### config.mk
export PLATFORM = sky130hd
export DESIGN_NAME = dfs_ctrl
export DESIGN_NICKNAME = d
export VERILOG_FILES = /design/src/dfs_pkg.sv /design/src/dfs_ctrl.sv
export SDC_FILE = /design/constraint.sdc
export NUM_CORES = 1
export LEC_CHECK = 0
export ABC_AREA = 1
export BUFFER_PORTS_ARGS = -buffer_cell sky130_fd_sc_hd__buf_2
export CELL_PAD_IN_SITES_DETAIL_PLACEMENT = 2
export CELL_PAD_IN_SITES_GLOBAL_PLACEMENT = 2
export CORE_MARGIN = 2
export CORE_UTILIZATION = 15
export DETAILED_ROUTE_END_ITERATION = 8
export GPL_ROUTABILITY_DRIVEN = 0
export HOLD_SLACK_MARGIN = 0.12
export PLACE_DENSITY_LB_ADDON = 0.1
export SYNTH_ARGS = -nofsm -noshare
export SYNTH_HDL_FRONTEND = slang
export SYNTH_SLANG_ARGS = --single-unit
### constraint.sdc
create_clock -name clk -period 1.8 [get_ports clk]
set_clock_uncertainty 0.2 [all_clocks]
set_input_delay 0.45 -clock clk [delete_from_list [all_inputs] [get_ports clk]]
set_output_delay 0.45 -clock clk [all_outputs]
set_load 0.1 [all_outputs]
### src/dfs_pkg.sv
`timescale 1ns / 1ps
// ----------------------------------------------------------------------------
// dfs_pkg
// shared types, codes and constants of the depth-first path finder
// ----------------------------------------------------------------------------
package dfs_pkg;

  localparam int NODE_W        = 10;
  localparam int CMD_W         = 2;
  localparam int CFG_IDX_W     = 1;
  localparam int DEF_MAX_NODES = 1024;
  localparam int DEF_MAX_EDGES = 4096;
  localparam int LEN_SAT       = 1023;

  typedef enum logic [CMD_W-1:0] {
    CMD_CLEAR  = 2'd0,
    CMD_ADD    = 2'd1,
    CMD_SEARCH = 2'd2,
    CMD_READ   = 2'd3
  } cmd_e;

  typedef enum logic [CFG_IDX_W-1:0] {
    CFG_SOURCE = 1'b0,
    CFG_TARGET = 1'b1
  } cfg_idx_e;

  typedef enum logic [3:0] {
    ST_IDLE,
    ST_RESP,
    ST_RD_WAIT,
    ST_CLR,
    ST_SEED,
    ST_SCAN,
    ST_POP_WAIT,
    ST_EDGE,
    ST_VISIT,
    ST_TGT,
    ST_TGT_WAIT,
    ST_TRACE,
    ST_TRACE_WAIT,
    ST_WPATH,
    ST_WPATH_WAIT
  } state_t;

  typedef struct packed {
    logic [CMD_W-1:0]  command;
    logic [NODE_W-1:0] edge_end_a;
    logic [NODE_W-1:0] edge_end_b;
  } in_item_t;

  typedef struct packed {
    logic              found;
    logic [NODE_W-1:0] path_length;
    logic [NODE_W-1:0] path_node;
    logic              last_node;
    logic              edge_overflow;
  } out_item_t;

  typedef struct packed {
    logic [CFG_IDX_W-1:0] index;
    logic [NODE_W-1:0]    wdata;
  } cfg_item_t;

  // controller to datapath
  typedef struct packed {
    logic clear_graph;
    logic add_edge;
    logic search_init;
    logic clr_step;
    logic seed;
    logic edge_rd;
    logic next_edge;
    logic pop;
    logic load_top;
    logic probe;
    logic push;
    logic tgt_rd;
    logic trace_init;
    logic trace_rd;
    logic trace_step;
    logic wr_init;
    logic wr_path;
    logic wr_step;
    logic rd_issue;
    logic rd_done;
    logic load_out;
  } ctrl_t;

  // datapath to controller
  typedef struct packed {
    logic ends_ok;
    logic clr_last;
    logic scan_more;
    logic sp_one;
    logic edge_hit;
    logic can_push;
    logic pvisited;
    logic trace_end;
    logic k_one;
    logic out_busy;
  } stat_t;

endpackage

### src/dfs_ctrl.sv
`timescale 1ns / 1ps
// ----------------------------------------------------------------------------
// dfs_ctrl
// sequencer for command handling, search, path trace and path readout
// ----------------------------------------------------------------------------
module dfs_ctrl (
  input  logic              clk,
  input  logic              rst_n,
  input  logic              in_valid,
  input  dfs_pkg::cmd_e     in_cmd,
  input  dfs_pkg::stat_t    stat,
  output logic              in_ready,
  output dfs_pkg::ctrl_t    ctrl,
  output dfs_pkg::state_t   state
);

  dfs_pkg::state_t state_r, state_nxt;

  assign state = state_r;

  always_ff @(posedge clk) begin
    if (!rst_n) begin
      state_r <= dfs_pkg::ST_IDLE;
    end else begin
      state_r <= state_nxt;
    end
  end

  always_comb begin
    state_nxt = state_r;
    ctrl      = '0;
    in_ready  = 1'b0;
    unique case (state_r)
      dfs_pkg::ST_IDLE: begin
        in_ready = !stat.out_busy;
        if (in_valid && !stat.out_busy) begin
          unique case (in_cmd)
            dfs_pkg::CMD_CLEAR: begin
              ctrl.clear_graph = 1'b1;
            end
            dfs_pkg::CMD_ADD: begin
              ctrl.add_edge = 1'b1;
              state_nxt     = dfs_pkg::ST_RESP;
            end
            dfs_pkg::CMD_SEARCH: begin
              ctrl.search_init = 1'b1;
              state_nxt = stat.ends_ok ? dfs_pkg::ST_CLR : dfs_pkg::ST_RESP;
            end
            dfs_pkg::CMD_READ: begin
              ctrl.rd_issue = 1'b1;
              state_nxt     = dfs_pkg::ST_RD_WAIT;
            end
            default: state_nxt = dfs_pkg::ST_IDLE;
          endcase
        end
      end
      dfs_pkg::ST_RESP: begin
        ctrl.load_out = 1'b1;
        state_nxt     = dfs_pkg::ST_IDLE;
      end
      dfs_pkg::ST_RD_WAIT: begin
        ctrl.rd_done = 1'b1;
        state_nxt    = dfs_pkg::ST_RESP;
      end
      dfs_pkg::ST_CLR: begin
        ctrl.clr_step = 1'b1;
        if (stat.clr_last) begin
          state_nxt = dfs_pkg::ST_SEED;
        end
      end
      dfs_pkg::ST_SEED: begin
        ctrl.seed = 1'b1;
        state_nxt = dfs_pkg::ST_SCAN;
      end
      dfs_pkg::ST_SCAN: begin
        if (stat.scan_more) begin
          ctrl.edge_rd = 1'b1;
          state_nxt    = dfs_pkg::ST_EDGE;
        end else begin
          ctrl.pop  = 1'b1;
          state_nxt = stat.sp_one ? dfs_pkg::ST_TGT : dfs_pkg::ST_POP_WAIT;
        end
      end
      dfs_pkg::ST_POP_WAIT: begin
        ctrl.load_top = 1'b1;
        state_nxt     = dfs_pkg::ST_SCAN;
      end
      dfs_pkg::ST_EDGE: begin
        if (stat.edge_hit) begin
          ctrl.probe = 1'b1;
          state_nxt  = dfs_pkg::ST_VISIT;
        end else begin
          ctrl.next_edge = 1'b1;
          state_nxt      = dfs_pkg::ST_SCAN;
        end
      end
      dfs_pkg::ST_VISIT: begin
        if (stat.can_push) begin
          ctrl.push = 1'b1;
        end else begin
          ctrl.next_edge = 1'b1;
        end
        state_nxt = dfs_pkg::ST_SCAN;
      end
      dfs_pkg::ST_TGT: begin
        ctrl.tgt_rd = 1'b1;
        state_nxt   = dfs_pkg::ST_TGT_WAIT;
      end
      dfs_pkg::ST_TGT_WAIT: begin
        if (stat.pvisited) begin
          ctrl.trace_init = 1'b1;
          state_nxt       = dfs_pkg::ST_TRACE;
        end else begin
          state_nxt = dfs_pkg::ST_RESP;
        end
      end
      dfs_pkg::ST_TRACE: begin
        if (stat.trace_end) begin
          ctrl.wr_init = 1'b1;
          state_nxt    = dfs_pkg::ST_WPATH;
        end else begin
          ctrl.trace_rd = 1'b1;
          state_nxt     = dfs_pkg::ST_TRACE_WAIT;
        end
      end
      dfs_pkg::ST_TRACE_WAIT: begin
        ctrl.trace_step = 1'b1;
        state_nxt       = dfs_pkg::ST_TRACE;
      end
      dfs_pkg::ST_WPATH: begin
        ctrl.wr_path = 1'b1;
        state_nxt = stat.k_one ? dfs_pkg::ST_RESP : dfs_pkg::ST_WPATH_WAIT;
      end
      dfs_pkg::ST_WPATH_WAIT: begin
        ctrl.wr_step = 1'b1;
        state_nxt    = dfs_pkg::ST_WPATH;
      end
      default: state_nxt = dfs_pkg::ST_IDLE;
    endcase
  end

endmodule

; Word level (Yosys, flattened, before mapping)
; Index checks and enable logic that the tools add are counted.
[totals]
regBits = 4
inputBits = 15
output_inout_bits = 26
[classes]
eq_ne = 20
mux = 46
reduce_logical = 6
[op_table]
columns = operator, count
row1 = 4-bit one-hot mux with 12 select lines, 1
row2 = 1-bit 2-to-1 mux, 33
row3 = "4-bit equality test, second input constant", 7
row4 = 4-bit 2-to-1 mux, 7
row5 = "4-bit by 3-bit equality test with 1-bit output, second input constant", 4
row6 = 4-bit one-hot mux with 3 select lines, 1
row7 = "4-bit by 2-bit equality test with 1-bit output, second input constant", 2
row8 = 3-bit 2-to-1 mux, 2
row9 = "2-bit equality test, second input constant", 2
row10 = "4-bit by 1-bit equality test with 1-bit output, second input constant", 1
row11 = 4-bit zero test, 1
row12 = "2-bit inequality test, second input constant", 2
row13 = "4-bit by 1-bit inequality test with 1-bit output, second input constant", 1
row14 = 3-bit AND reduction, 1
row15 = 3-bit OR reduction, 1
row16 = "2-bit by 1-bit equality test with 1-bit output, second input constant", 1
row17 = 2-bit zero test, 1
row18 = 2-bit 2-to-1 mux, 1
row19 = 1-bit one-hot mux with 2 select lines, 1
row20 = 1-bit logical AND, 1
row21 = 1-bit zero test, 1

; Logic depth before layout (Yosys ltp)
; Gate-level depths: netlist of run 1.
[logic_depth]
depth_word = 4
depth_mapped = 9
ltp_nobuf = 9

; Worst setup path after synthesis of run 1
; No wires, ideal clock.
[synth_timing]
path_kind = flip-flop to output port
start = reg state_r[0], in the netlist state[0]
end = out ctrl[18] (netlist name)
t_arrival_ns = 4.842
setup_slack_ns = -3.692
path_stages_with_launch = 6
n_path_buf = 0
cell_sequence = dfxtp_1 -> nor2_1 -> nand2_1 -> nor2_1 -> nand2_1 -> nor3_1
[synth_lines]
columns = element, line_no
row1 = from (decl), dfs_ctrl.sv:17  ; dfs_pkg::state_t state_r, state_nxt;
row2 = from (signal assigned), dfs_ctrl.sv:23  ; state_r <= dfs_pkg::ST_IDLE;
row3 = from (signal assigned), dfs_ctrl.sv:25  ; state_r <= state_nxt;
row4 = to (decl), dfs_ctrl.sv:13  ; output dfs_pkg::ctrl_t ctrl,

==> results of run 1 <==
## power by group through the flow
stage	Combinational (uW)	Sequential, uW	Clock [uW]
2_1_floorplan	130	119	0
3_3_place_gp	259	92.6	0
3_5_place_dp	268	93.6	0
4_1_cts	310	93.4	118
5_1_grt	380	94.2	135
6_report	368	94.5	128
## metal layers
layer	track usage, %	part of all wire [%]
met1	24.9	37
met3	2.86	3.2
met5	0	0
met4	7.88	3.7
met2	48.0	56
## critical path, cell delays in order (launching register included)
cell,delay (ns)
dfxtp_4,0.36
buf_6,0.16
inv_8,0.06
nor2_4,0.19
nand2_4,0.11
o22ai_4,0.18
buf_12,0.20
## per-stage QoR
stage	hold WS, ns	setup TNS [ns]
after global placement	0.518	-0.197
after floorplan	0.410	-8.81
after global routing	0.360	-6.55
final	0.344	-5.65
after CTS	0.290	-4.12
after detailed placement	0.540	-0.619
## what timing repair did
action	in CTS	in global routing
setup buffers	16	9
pin swaps	19	8
hold buffers	0	0
gates resized for setup	45	28
setup endpoints to repair	24	26
## synth_stat cells
cell type	number	area, um^2
nand2_1	28	105
a31oi_1	1	6.26
o22ai_1	1	6.26
inv_1	23	86.3
o21ai_0	3	15.0
inv_2	1	3.75
nor2_2	4	25.0
o21ai_2	1	8.76
nand3_1	4	20.0
dfxtp_1	4	80.1
a21oi_1	3	15.0
nand2_2	2	12.5
nor2_1	29	109
nor3_1	7	35.0
## logic make-up (layout without fill, tap and decap cells)
kind of cell	count (synthesis)	in the layout
AO/OA/AOI/OAI	9	9
buffers and inverters	24	104
flip-flops	4	4
other	0	1
AND/OR/NAND/NOR	74	74
## path summary, 6_finish.rpt
check                start       end  slack, ns  cells after the start
hold reg to reg   state[3]  state[3]       0.82                      5
setup reg to reg  state[0]  state[0]      -0.17                     10
hold / removal       rst_n  state[1]       0.34                      3
setup / recovery  state[2]  ctrl[14]      -0.36                      6
## final cells by class
cell class / count / area (um^2) / share of cell area [%]
repair buffers: 77 / 942 / 47.9
multi-input cells: 83 / 709 / 36.1
inverters: 24 / 136 / 6.94
flip-flops and latches: 4 / 95.1 / 4.84
well taps: 46 / 57.6 / 2.93
clock buffers: 3 / 22.5 / 1.15
diodes: 1 / 2.50 / 0.127
==> key figures, run 1 <==
Place
  – Placed Area: 1530 um^2
  – PortBufs: 40
  – Placed cell count: 215
  – Place WS: -0.0918 ns
  – Post-DP HPWL: approximately 2800 um

Flow run
  – Maximum Capacitance Violations: 0

Worst setup path
  – Worst Path Max Fanout: 5
  – Crit start category: flip-flop
  – Crit Path Category: flip-flop to output port
  – Critical Path RT: 1.15 ns
  – Critical Path Sink Type: output port
  – WP data arrival: 1.51 ns

Finish
  – Util after Layout: between 50% and 60%
  – # fillers: 322
  – Most frequent cells in the layout: 28 x buf_12, 24 x buf_4, 19 x nor2_4
  – Layout Cells excl Fill: 238
  – Max FFs per register: 4
  – Final nets: 208
  – Layout area overhead: 272%
  – Final instance area: 1970 um^2
  – Most common cell after layout, fill and taps aside: buf_12
  – Share of cells above drive strength 1: about four fifths

Routing
  – DR iter-0 viols: 20
  – First-pass detailed-route iteration total: 4
  – Routed vias: between 1000 and 1500
  – # DRC: 0
  – Final ANT Viol Nets: 0
  – Per-cell routed wire length: 24.2 um
  – Via/cell ratio: approximately 4.5
  – Routed wire length: between 5000 and 6000 um

Logic synthesis
  – Mux contribution to synthesized area: 0%
  – Synthesized area per cell: 4.76 um^2
  – Synth cell types: 14
  – Synth Area in XOR/XNOR: 0%
  – Seq/Total Area, Yosys: between 10% and 20%
  – Largest family of logic cells by synthesized area: simple AND/OR/NAND/NOR gates
  – Ys Warns: 0
  – Post-Synth Simple-Gate Area: around three fifths
  – Post-synthesis instance area: 528 um^2
  – Syn Inst Count: 111
  – Synth Area in Adders: 0%
  – Syn_nets: 126
  – Synth Area in Compound Gates: 9.72%
  – Number of synthesized register bits: 4

Pwr
  – Clk pwr share: 21.6%
  – Cell Int Power: 300 uW
  – Switching share of power: roughly half
  – Combinational power share: between 60% and 70%
  – Sequential share of power: between 10% and 20%
  – Sw Pwr: 290 uW
  – Power Density: 300 nW/um^2
  – Overall Power: 590 uW
  – Worst IR Drop VDD: 0.285 mV
  – Leakage Power: 0.000884 uW

Global route
  – GRT overflow: 0
  – First-pass GRT wire length: about 7100 um
  – Initial antenna violation count: 1
  – Number of global-route vias before repair: approximately 1200
  – Total global-route track usage: 23.9%
  – Largest net degree at the start of global routing: 6

Min path
  – Hold Path Class: input pin to flip-flop

STA
  – Endpoints failing setup: 25
  – Worst setup margin: -0.360 ns
  – Slew margin rel.: 81.2%
  – Measured slew at the worst slew-check pin: 0.281 ns
  – Crit share post-route: 120%
  – Tmin final: 2.16 ns
  – Final hold vios: 0
  – Final Max Slew Viols: 0
  – Fmax: 0.463 GHz
  – RSZ-0062 raised after global routing: yes

Clock tree
  – Root Buffer Master: clkbuf_4
  – Latest clock arrival within the worst-skew pair: 0.25 ns
  – H-tree Lvls: 1
  – TritonCTS clock tree: built
  – TritonCTS buffer count: 3
  – Clk slew on worst S/H paths: 0.05 ns
  – Clk sinks: 4
  – Clock Tree Buf Depth: 2

Die
  – Rows: 21
  – Core area: 3360 um^2
  – Initial core utilization: 15.7%
  – Die X: 63.3 um
  – Die Y: 63.3 um
  – Io pins: 41
  – Die area: 4010 um^2

Run status
  – Failing checks: setup timing
  – Run status: finished, violations left
No activity file was read; power rests on OpenSTA's default activity.
==> inputs of run 2 (changes only) <==
--- a/config.mk
+++ b/config.mk
@@ -15,6 +15,7 @@
 export GPL_ROUTABILITY_DRIVEN = 0
 export HOLD_SLACK_MARGIN = 0.12
 export PLACE_DENSITY_LB_ADDON = 0.1
+export REMOVE_ABC_BUFFERS = 1
 export SYNTH_ARGS = -nofsm -noshare
 export SYNTH_HDL_FRONTEND = slang
 export SYNTH_SLANG_ARGS = --single-unit
==> key figures, run 2 <==
Logic synthesis
  – Seq/Total Area, Yosys: 15.2% (unchanged)
  – Cell taking the most area after synthesis: nor2_1 (unchanged)
  – Ys Warns: 0 (unchanged)
  – Largest cells by area after synthesis: nor2_1 21%, nand2_1 20%, inv_1 16%, dfxtp_1 15%, nor3_1 6.6% (unchanged)
  – Number of synthesized register bits: 4 (unchanged)
  – Asr flop ratio synth: 0% (unchanged)
  – Post-synthesis instance area: 528 um^2 (unchanged)
  – Commonest cells post-synth: 29 x nor2_1, 28 x nand2_1, 23 x inv_1, 7 x nor3_1 (unchanged)
  – Synth cell types: 14 (unchanged)
  – Post-synth top area share: 20.6% (unchanged)
  – Post-synth EDFFs: 0 (unchanged)
  – Top-count cell post-synth: nor2_1 (unchanged)
  – Ys flop type: dfxtp_1 (unchanged)
  – Synthesized area per cell: 4.76 um^2 (unchanged)
  – Syn Inst Count: 111 (unchanged)

Clock tree
  – TritonCTS buffer count: 3 (unchanged)
  – H-tree Lvls: 1 (unchanged)
  – Clock Tree Buf Depth: 2 (unchanged)
  – Root Buffer Master: clkbuf_4 (unchanged)
  – Clk sinks: 4 (unchanged)
  – Hold_buf cts: 0 (unchanged)

Die
  – Die Y: 63.3 um (unchanged)
  – Initial core utilization: 15.7% (unchanged)
  – Rows: 21 (unchanged)
  – Io pins: 41 (unchanged)
  – Die X: 63.3 um (unchanged)

STA
  – Worst EP kind: output port
  – Worst_ep grt: ctrl[18]

Run status
  – Stopped at: global routing (5_1_grt)
  – Stop err: [ERROR DPL-0033] detailed placement checks failed during check placement.
  – Run status: stopped before the end (was finished, violations left)

Place
  – Post-DP HPWL: 2710 um (was 2810 um)
  – PortBufs: 40 (unchanged)

Global route
  – Largest net degree at the start of global routing: 6
  – Initial antenna violation count: 1
## run 2: metrics by stage
step                      area (um^2)  setup WS, ns  std cells
after CTS                        1810        -0.285        240
after detailed placement         1380        -0.233        224
after global placement           1380       -0.0847        224
after floorplan                   528         -3.69        111
## run 2: what timing repair did
| action | in CTS |
|---|---|
| endpoints found under the setup margin | 24 |
| resized for setup | 89 |
| setup buffers | 16 |
| pin swaps | 13 |
## run 2: kinds of logic after synthesis
family / synth area share (%)
DFF: 15.2
and+or+nand+nor: 58.1
buffers and inverters: 17.1
AOI/OAI and AO/OA: 9.72
==> inputs of run 3 (changes only) <==
==> config.mk (replaced) <==
export PLATFORM = sky130hd
export DESIGN_NAME = dfs_ctrl
export DESIGN_NICKNAME = d
export VERILOG_FILES = /design/src/dfs_pkg.sv /design/src/dfs_ctrl.sv
export SDC_FILE = /design/constraint.sdc
export NUM_CORES = 1
export LEC_CHECK = 0
export ABC_AREA = 1
export BUFFER_PORTS_ARGS = -buffer_cell sky130_fd_sc_hd__buf_2
export CORE_AREA = 2 2 63 65
export DETAILED_ROUTE_END_ITERATION = 8
export DIE_AREA = 0 0 65 67
export GPL_ROUTABILITY_DRIVEN = 0
export PLACE_DENSITY_LB_ADDON = 0.15
export REMOVE_ABC_BUFFERS = 1
export SYNTH_ARGS = -nofsm -noshare
export SYNTH_HDL_FRONTEND = slang
export SYNTH_SLANG_ARGS = --single-unit
==> key figures, run 3 (synthesis results as in run 1) <==
Worst setup path
  – Critical Path RT: 1.15 ns
  – Crit Path Category: flip-flop to output port
  – WP data arrival: ~1.4 ns
  – Crit start category: flip-flop
  – Worst Path Max Fanout: 4
  – Critical Path Sink Type: output port

Run status
  – Run status: finished, violations left (was stopped before the end)
  – Failing checks: setup timing

STA
  – Final Max Slew Viols: 0
  – RSZ-0062 raised after global routing: yes
  – Measured slew at the worst slew-check pin: 0.231 ns
  – Worst setup margin: -0.226 ns
  – Endpoints failing setup: 22
  – Fmax: approximately 0.5 GHz
  – Slew margin rel.: 84.6%
  – Tmin final: 2.03 ns
  – Crit share post-route: 113%
  – Final hold vios: 0

Clock tree
  – H-tree Lvls: 1 (unchanged)
  – Clock Tree Buf Depth: 2 (unchanged)
  – Clk sinks: 4 (unchanged)
  – TritonCTS buffer count: 3 (unchanged)
  – TritonCTS clock tree: built
  – Hold_buf cts: 0 (unchanged)
  – Latest clock arrival within the worst-skew pair: between 0.2 and 0.25 ns
  – Clk slew on worst S/H paths: 0.03 ns
  – Root Buffer Master: clkbuf_8 (was clkbuf_4)

Global route
  – Total global-route track usage: 13.2%
  – Initial antenna violation count: 0
  – Largest net degree at the start of global routing: 6
  – GRT overflow: 0
  – First-pass GRT wire length: about 4500 um
  – Number of global-route vias before repair: between 1000 and 1500

Place
  – Post-DP HPWL: 2010 um (was 2710 um)
  – Placed cell count: 223 (was 224)
  – PortBufs: 40 (unchanged)

Finish
  – Most common cell after layout, fill and taps aside: buf_4
  – Layout area overhead: 269%
  – Most frequent cells in the layout: 29 x buf_4, 26 x buf_12, 20 x nor2_4
  – Final nets: 214
  – Layout Cells excl Fill: roughly 250
  – Ant diodes: 0
  – Share of cells above drive strength 1: approximately 76%
  – Max FFs per register: 4

Routing
  – Per-cell routed wire length: around 11 um
  – DR iter-0 viols: 16
  – Final ANT Viol Nets: 0
  – First-pass detailed-route iteration total: 4
  – Routed wire length: 2710 um
  – Via/cell ratio: 4.11
  – Routed vias: 1007
  – # DRC: 0

Min path
  – Hold Path Class: input pin to flip-flop

Flow run
  – Maximum Capacitance Violations: 0

Pwr
  – Power Density: between 300 and 400 nW/um^2
  – Worst IR Drop VDD: about 0.28 mV
  – Leakage Power: about 0.00099 uW
  – Overall Power: about 600 uW

Die
  – Die area: between 4000 and 5000 um^2
  – Initial core utilization: 14.6% (was 15.7%)
  – Die Y: 67 um (was 63.3 um)
  – Die X: 65 um (was 63.3 um)
  – Io pins: 41 (unchanged)
  – Core area: roughly 3600 um^2
  – Rows: 22 (was 21)
run 3: cell type report:
cell class / instances / area (um^2)
clock buffers: 3 / 41.3
fillers: 340 / 1660
flip-flops and latches: 4 / 87.6
multi-input cells: 83 / 678
inverters: 24 / 110
repair buffers: 83 / 970
well taps: 48 / 60.1
run 3: metal layers:
| metal | routed length [um] | track usage [%] | part of all wire (%) |
|---|---|---|---|
| met5 | 0 | 0 | 0 |
| met4 | 18 | 5.05 | 0.66 |
| met3 | 155 | 3.38 | 5.7 |
| met2 | 1570 | 26.4 | 58 |
| met1 | 964 | 12.9 | 36 |
run 3: path summary, 6_finish.rpt:
kind	startpoint	endpoint	slack [ns]	cells past startpoint
hold / removal	stat[8]	state[1]	0.34	4
setup / recovery	state[2]	ctrl[20]	-0.23	7
setup reg to reg	state[1]	state[2]	0.06	9
hold reg to reg	state[2]	state[3]	0.74	5
run 3: what timing repair did:
action	CTS	global route
setup buffers	14	10
endpoints found under the setup margin	22	24
pin swaps	20	23
cloned	0	0
gates resized for setup	79	39
run 3: critical path, stage by stage (launching register included):
cell	delay (ns)
dfxtp_2	0.34
nor2_4	0.12
nand2_2	0.08
nor2_4	0.11
nand2_4	0.08
buf_4	0.15
nor2_4	0.09
buf_12	0.18
run 3: power by group:
group | total, uW | switching, uW | internal [uW]
Sequential | 95.2 | 3.62 | 91.6
Combinational | 320 | 191 | 129
Clock | 184 | 42.2 | 142
Total | 599 | 237 | 363
run 3: stage by stage:
step / TNS, ns / area (um^2) / hold slack [ns] / setup WS, ns / utilization [%]
finish: -3.10 / 1950 / 0.345 / -0.226 / 54.0
global route: -4.09 / 1950 / 0.365 / -0.284 / 54.0
CTS: -3.32 / 1730 / 0.317 / -0.291 / 47.9
detailed placement: -0.601 / 1360 / 0.538 / -0.157 / 37.7
global placement: -0.404 / 1360 / 0.526 / -0.0865 / 37.7
floorplan: -43.51 / 528 / 0.412 / -3.69 / -
